### src/sv/imu_complementary_tilt_filter_macros.svh
// Assertion helpers for the tilt filter.
`ifndef IMU_COMPLEMENTARY_TILT_FILTER_MACROS_SVH
`define IMU_COMPLEMENTARY_TILT_FILTER_MACROS_SVH

`define ICTF_ASSERT_IMPL(label, ante, cons) \
  label: assert property (@(posedge clk_i) disable iff (!rst_ni) (ante) |-> (cons)) \
    else $error("assertion failed");

`define ICTF_ASSERT_NEXT(label, ante, cons) \
  label: assert property (@(posedge clk_i) disable iff (!rst_ni) (ante) |=> (cons)) \
    else $error("assertion failed");

`endif

### src/sv/ictf_pkg.sv
`timescale 1ns / 1ps
package ictf_pkg;

  localparam int unsigned CordicIterations = 16;
  localparam int unsigned AngleFracBits    = 16;
  localparam int unsigned TabLen           = 24;
  localparam int unsigned Zq               = 24;
  localparam int unsigned VecShift         = 14;
  localparam int unsigned VecW             = 36;
  localparam int unsigned ZW               = 34;
  localparam logic [15:0] AlphaReset       = 16'd64225;
  localparam logic [23:0] FailMax          = 24'hFFFFFF;
  localparam logic [27:0] GyroDiv          = 28'd131000000;

  localparam logic [2:0] RegAlpha = 3'd0;
  localparam logic [2:0] RegAxOff = 3'd1;
  localparam logic [2:0] RegAyOff = 3'd2;
  localparam logic [2:0] RegAzOff = 3'd3;
  localparam logic [2:0] RegGxOff = 3'd4;
  localparam logic [2:0] RegGyOff = 3'd5;

  function automatic logic signed [ZW-1:0] atan_deg(input logic [4:0] idx);
    logic signed [ZW-1:0] v;
    case (idx)
      5'd0:  v = 34'sd754974720;
      5'd1:  v = 34'sd445687602;
      5'd2:  v = 34'sd235489088;
      5'd3:  v = 34'sd119537938;
      5'd4:  v = 34'sd60000934;
      5'd5:  v = 34'sd30029717;
      5'd6:  v = 34'sd15018523;
      5'd7:  v = 34'sd7509720;
      5'd8:  v = 34'sd3754917;
      5'd9:  v = 34'sd1877466;
      5'd10: v = 34'sd938734;
      5'd11: v = 34'sd469367;
      5'd12: v = 34'sd234684;
      5'd13: v = 34'sd117342;
      5'd14: v = 34'sd58671;
      5'd15: v = 34'sd29335;
      5'd16: v = 34'sd14668;
      5'd17: v = 34'sd7334;
      5'd18: v = 34'sd3667;
      5'd19: v = 34'sd1833;
      5'd20: v = 34'sd917;
      5'd21: v = 34'sd458;
      5'd22: v = 34'sd229;
      5'd23: v = 34'sd115;
      default: v = '0;
    endcase
    return v;
  endfunction

endpackage

### src/sv/ictf_cordic.sv
`timescale 1ns / 1ps
module ictf_cordic #(
  parameter int unsigned Iterations = ictf_pkg::CordicIterations
) (
  input  logic                            clk_i,
  input  logic                            rst_ni,
  input  logic                            start_i,
  input  logic signed [ictf_pkg::VecW-1:0] y_i,
  input  logic signed [ictf_pkg::VecW-1:0] x_i,
  output logic                            done_o,
  output logic signed [ictf_pkg::ZW-1:0]  z_o
);
  localparam int unsigned NIt = (Iterations > ictf_pkg::TabLen) ? ictf_pkg::TabLen
                                                                : Iterations;
  localparam logic [4:0] LastIt = 5'(NIt - 1);
  localparam logic signed [ictf_pkg::ZW-1:0] Deg90 = 34'sd1509949440;
  localparam int unsigned W = ictf_pkg::VecW + 2;

  logic signed [W-1:0] x_q, x_d, y_q, y_d;
  logic signed [ictf_pkg::ZW-1:0] z_q, z_d;
  logic [4:0] it_q, it_d;
  logic busy_q, busy_d, done_q, done_d;
  logic signed [W-1:0] xe, ye, dx, dy;

  always_comb begin
    x_d = x_q; y_d = y_q; z_d = z_q; it_d = it_q; busy_d = busy_q; done_d = 1'b0;
    xe = W'(x_i);
    ye = W'(y_i);
    dx = y_q >>> it_q;
    dy = x_q >>> it_q;
    if (start_i) begin
      it_d = '0;
      if (x_i == '0 && y_i == '0) begin
        busy_d = 1'b0; done_d = 1'b1; z_d = '0;
      end else begin
        busy_d = 1'b1;
        if (x_i < 0) begin
          if (y_i >= 0) begin
            x_d = ye; y_d = -xe; z_d = Deg90;
          end else begin
            x_d = -ye; y_d = xe; z_d = -Deg90;
          end
        end else begin
          x_d = xe; y_d = ye; z_d = '0;
        end
      end
    end else if (busy_q) begin
      if (y_q > 0) begin
        x_d = x_q + dx; y_d = y_q - dy; z_d = z_q + ictf_pkg::atan_deg(it_q);
      end else begin
        x_d = x_q - dx; y_d = y_q + dy; z_d = z_q - ictf_pkg::atan_deg(it_q);
      end
      it_d = it_q + 5'd1;
      if (it_q == LastIt) begin
        busy_d = 1'b0; done_d = 1'b1;
      end
    end
  end

  always_ff @(posedge clk_i or negedge rst_ni) begin
    if (!rst_ni) begin
      busy_q <= 1'b0; done_q <= 1'b0; it_q <= '0;
    end else begin
      busy_q <= busy_d; done_q <= done_d; it_q <= it_d;
    end
  end

  always_ff @(posedge clk_i) begin
    x_q <= x_d; y_q <= y_d; z_q <= z_d;
  end

  assign done_o = done_q;
  assign z_o    = z_q;
endmodule

### config.mk
export PLATFORM = sky130hd
export DESIGN_NAME = ictf_cordic
export DESIGN_NICKNAME = d
export VERILOG_FILES = /design/src/sv/imu_complementary_tilt_filter_macros.svh /design/src/sv/ictf_pkg.sv /design/src/sv/ictf_cordic.sv
export SDC_FILE = /design/constraint.sdc
export NUM_CORES = 1
export LEC_CHECK = 0
export ABC_AREA = 1
export BUFFER_PORTS_ARGS = -buffer_cell sky130_fd_sc_hd__buf_2
export CAP_MARGIN = 5
export CELL_PAD_IN_SITES_DETAIL_PLACEMENT = 0
export CELL_PAD_IN_SITES_GLOBAL_PLACEMENT = 1
export CORE_MARGIN = 2
export CORE_UTILIZATION = 25
export DETAILED_ROUTE_END_ITERATION = 8
export HOLD_SLACK_MARGIN = 0.05
export PLACE_DENSITY_LB_ADDON = 0.1
export SYNTH_ARGS = -nofsm -noshare
export SYNTH_HDL_FRONTEND = slang
export SYNTH_SLANG_ARGS = --single-unit
### constraint.sdc
create_clock -name clk_i -period 5.6 [get_ports clk_i]
set_clock_uncertainty 0.2 [all_clocks]
set_input_delay 0.56 -clock clk_i [delete_from_list [all_inputs] [get_ports clk_i]]
set_output_delay 0.56 -clock clk_i [all_outputs]
set_load 0.05 [all_outputs]
==> impl_metrics.csv <==
group,metric,value,unit
worst_setup_path,cp-end-kind,"flop",
place,dpl_worst_slack,0.0473,ns
worst_setup_path,crit_top_cell,"nand3_1",
global_routing,grt_max_degree,72,
clock_network,clk_latency,0.50,ns
floorplan,rows,106,
power,peakVddDrop,249,uV
route,vias_per_cell,5.17,
flow_run,cap_violations,0,
clock_network,htreeDepth,4,
floorplan,start_util,25.1,%
global_routing,antenna_found_initial,4,
sta,fmax,0.190,GHz
clock_network,clkTransAtPathRegs,0.08,ns
floorplan,die_y,293,um
logic_synthesis,netlist_instances,3622,
logic_synthesis,yosysSeqAreaShare,16.6,%
place,port_buffers,109,
final_layout,diodes,0,
global_routing,first_global_vias,24300,
floorplan,coreArea,83300,um^2
route,first_pass_iters,6,
sta,min_period_over_period,94.2,%
clock_network,cts_tree,"yes",
place,place_congestion,0.945,
final_layout,regArea,3480,um^2
final_layout,final_common_cell,"nand2_1",
floorplan,io_pins,110,
logic_synthesis,yosysWarningCount,0,
route,drc,0,
logic_synthesis,yosysUniqueCellTypes,59,
clock_network,clock-sinks,117,
sta,setup_viol,0,
route,wl_per_cell,23.3,um
worst_setup_path,crit_required,5.63,ns
global_routing,grtUsageTotal,25.7,%
sta,post-route-min-period,5.28,ns
final_layout,final_cell_mix,"nand2_1, nand3_1, nor2_1, inv_1, a21oi_1",
final_layout,post-route-util,29.0,%
route,num_vias,25000,
final_layout,drive_gt1_share,10.4,%
clock_network,postCtsSetupBuffers,0,
worst_setup_path,startpoint_type,"flop",
route,ant_nets,0,
place,dpl.hpwl,92900,um
sta,relSlewSlack,32.1,%
final_layout,layout.nets,3954,
worst_setup_path,crit_arrival,5.31,ns
route,drt_wl_total,113000,um
global_routing,overflow,0,
route,drtIter0Drc,2195,
power,powerDensity,826,nW/um^2
logic_synthesis,synth_seq_cells,117,
logic_synthesis,ys_async_sr_fraction,5.98,%
final_layout,areaGrowthSynthToFinish,15.7,%
clock_network,cts.root.buffer_cell,"clkbuf_16",
global_routing,grt_pass1_wl,163000,um
sta,rsz0062_at_grt,"false",
logic_synthesis,netlist_area,20900,um^2
clock_network,clock_path_buffers,2,
sta,setup_slack,0.325,ns
final_layout,fillers,9606,
floorplan,dieArea,86000,um^2
worst_setup_path,critical-path-max-stage-delay,0.50,ns
sta,worstMarginPinSlew,1.01,ns
logic_synthesis,syn-mean-instance-area,5.77,um^2
hold_path,min_path_type,"in -> reg",
floorplan,die_w,293,um
run_status,status,"completed",
power,fin_total_pwr,20.0,mW
power,power_leakage,11.5,nW
final_layout,multiInputGateArea,15600,um^2
worst_setup_path,path_class,"reg -> reg",
logic_synthesis,synth_edf_count,110,
clock_network,cts_made_buffers,17,
sta,hold_viol,0,
place,place_area,23300,um^2
final_layout,postLayoutCellArea,24200,um^2
worst_setup_path,cpMaxStageDelayCell,"dfrtp_2",
sta,drv_slew,0,
worst_setup_path,cp_max_fo,19,
logic_synthesis,synth-main-ff-cell,"edfxtp_1",
logic_synthesis,syn_nets,3825,
-- kinds of logic (layout without fill, tap and decap cells) --
kind of cell,after synthesis,after routing,share of synthesized area [%]
XOR/XNOR,137,137,5.74
AND/OR/NAND/NOR,2002,2002,40.4
flip-flops,117,117,16.6
adder cells (fa/ha/maj),128,128,7.77
multiplexers,1,1,0.0479
AO/OA/AOI/OAI,725,725,19.4
buffers and inverters,512,654,10.1
-- layout make-up --
cell class,count,area share [%]
Multi-Input combinational cell,2993,64.4
Sequential cell,117,14.4
Timing Repair Buffer,252,7.39
Inverter,370,5.79
Tap cell,1080,5.59
Clock buffer,17,1.76
Clock inverter,15,0.709
-- registers in the layout (all words and copies together), names as in the netlist --
signal  flops
x_q        38
y_q        38
done_o      1
it_q        5
busy_q      1
z_o        34
-- where the power goes --
group | total [mW] | switching [mW] | internal, mW
logic | 16.2 | 10.7 | 5.47
registers | 2.54 | 0.891 | 1.65
clock network | 1.26 | 0.590 | 0.666
total | 20.0 | 12.2 | 7.79
-- final timing paths --
path / startpoint / to / slack [ns] / cells past startpoint
max: it_q[0]$_DFFE_PN0P_ / x_q[34]$_DFFE_PP_ / 0.32 / 26
min: x_i[2] / x_q[2]$_DFFE_PP_ / 0.23 / 3
max reg2reg: it_q[0]$_DFFE_PN0P_ / x_q[34]$_DFFE_PP_ / 0.32 / 26
min reg2reg: busy_q$_DFF_PN0_ / it_q[0]$_DFFE_PN0P_ / 0.45 / 2
max in group asynchronous: rst_ni / it_q[0]$_DFFE_PN0P_ / 4.75 / 2
min in group asynchronous: rst_ni / it_q[1]$_DFFE_PN0P_ / 0.24 / 2
-- Yosys cell counts (all sizes together) (36+ instances only) --
| cell type | number | area share (%) |
|---|---|---|
| nor2 | 377 | 7.1 |
| a21oi | 264 | 6.3 |
| nand2 | 1057 | 19 |
| o21ai | 288 | 7.0 |
| clkbuf | 63 | 1.1 |
| ha | 125 | 7.5 |
| nor3 | 38 | 0.91 |
| nand3 | 450 | 11 |
| nand4 | 37 | 1.1 |
| xor2 | 95 | 4.0 |
| buf | 79 | 2.3 |
| xnor2 | 42 | 1.8 |
| o211ai | 36 | 1.3 |
| edfxtp | 110 | 16 |
| a31oi | 41 | 1.2 |
| inv | 366 | 6.6 |
-- per-layer routing --
| metal | vias up | part of all wire [%] | GRT usage, % |
|---|---|---|---|
| met1 | 11800 | 46 | 34.5 |
| met4 | 2 | 2.1 | 6.05 |
| met5 | - | 0.0089 | 0 |
| met2 | 650 | 48 | 44.5 |
| li1 | 12500 | - | - |
| met3 | 90 | 3.9 | 2.27 |
-- through the flow --
| stage | std cells | hold slack (ns) | TNS [ns] |
|---|---|---|---|
| after floorplan | 3622 | 0.0644 | 0 |
| after global placement | 4809 | 0.227 | -0.0861 |
| after detailed placement | 4809 | 0.227 | 0 |
| after CTS | 4842 | 0.202 | 0 |
| after global routing | 4844 | 0.229 | 0 |
| final | 4844 | 0.234 | 0 |
-- worst max-delay path, delay by kind of cell, from the launching register on --
family | cells | cell delay [ns]
AO/OA/AOI/OAI | 5 | 0.78
buffers and inverters | 5 | 0.62
XOR/XNOR | 1 | 0.42
AND/OR/NAND/NOR | 14 | 2.05
flip-flops | 1 | 0.50
adder cells (fa/ha/maj) | 1 | 0.41
-- what timing repair did --
item,CTS,global route
gates resized for setup,0,59
setup endpoints to repair,0,42
hold buffers,1,0
endpoints found under the hold margin,7,0
No activity file was read; power rests on OpenSTA's default activity.
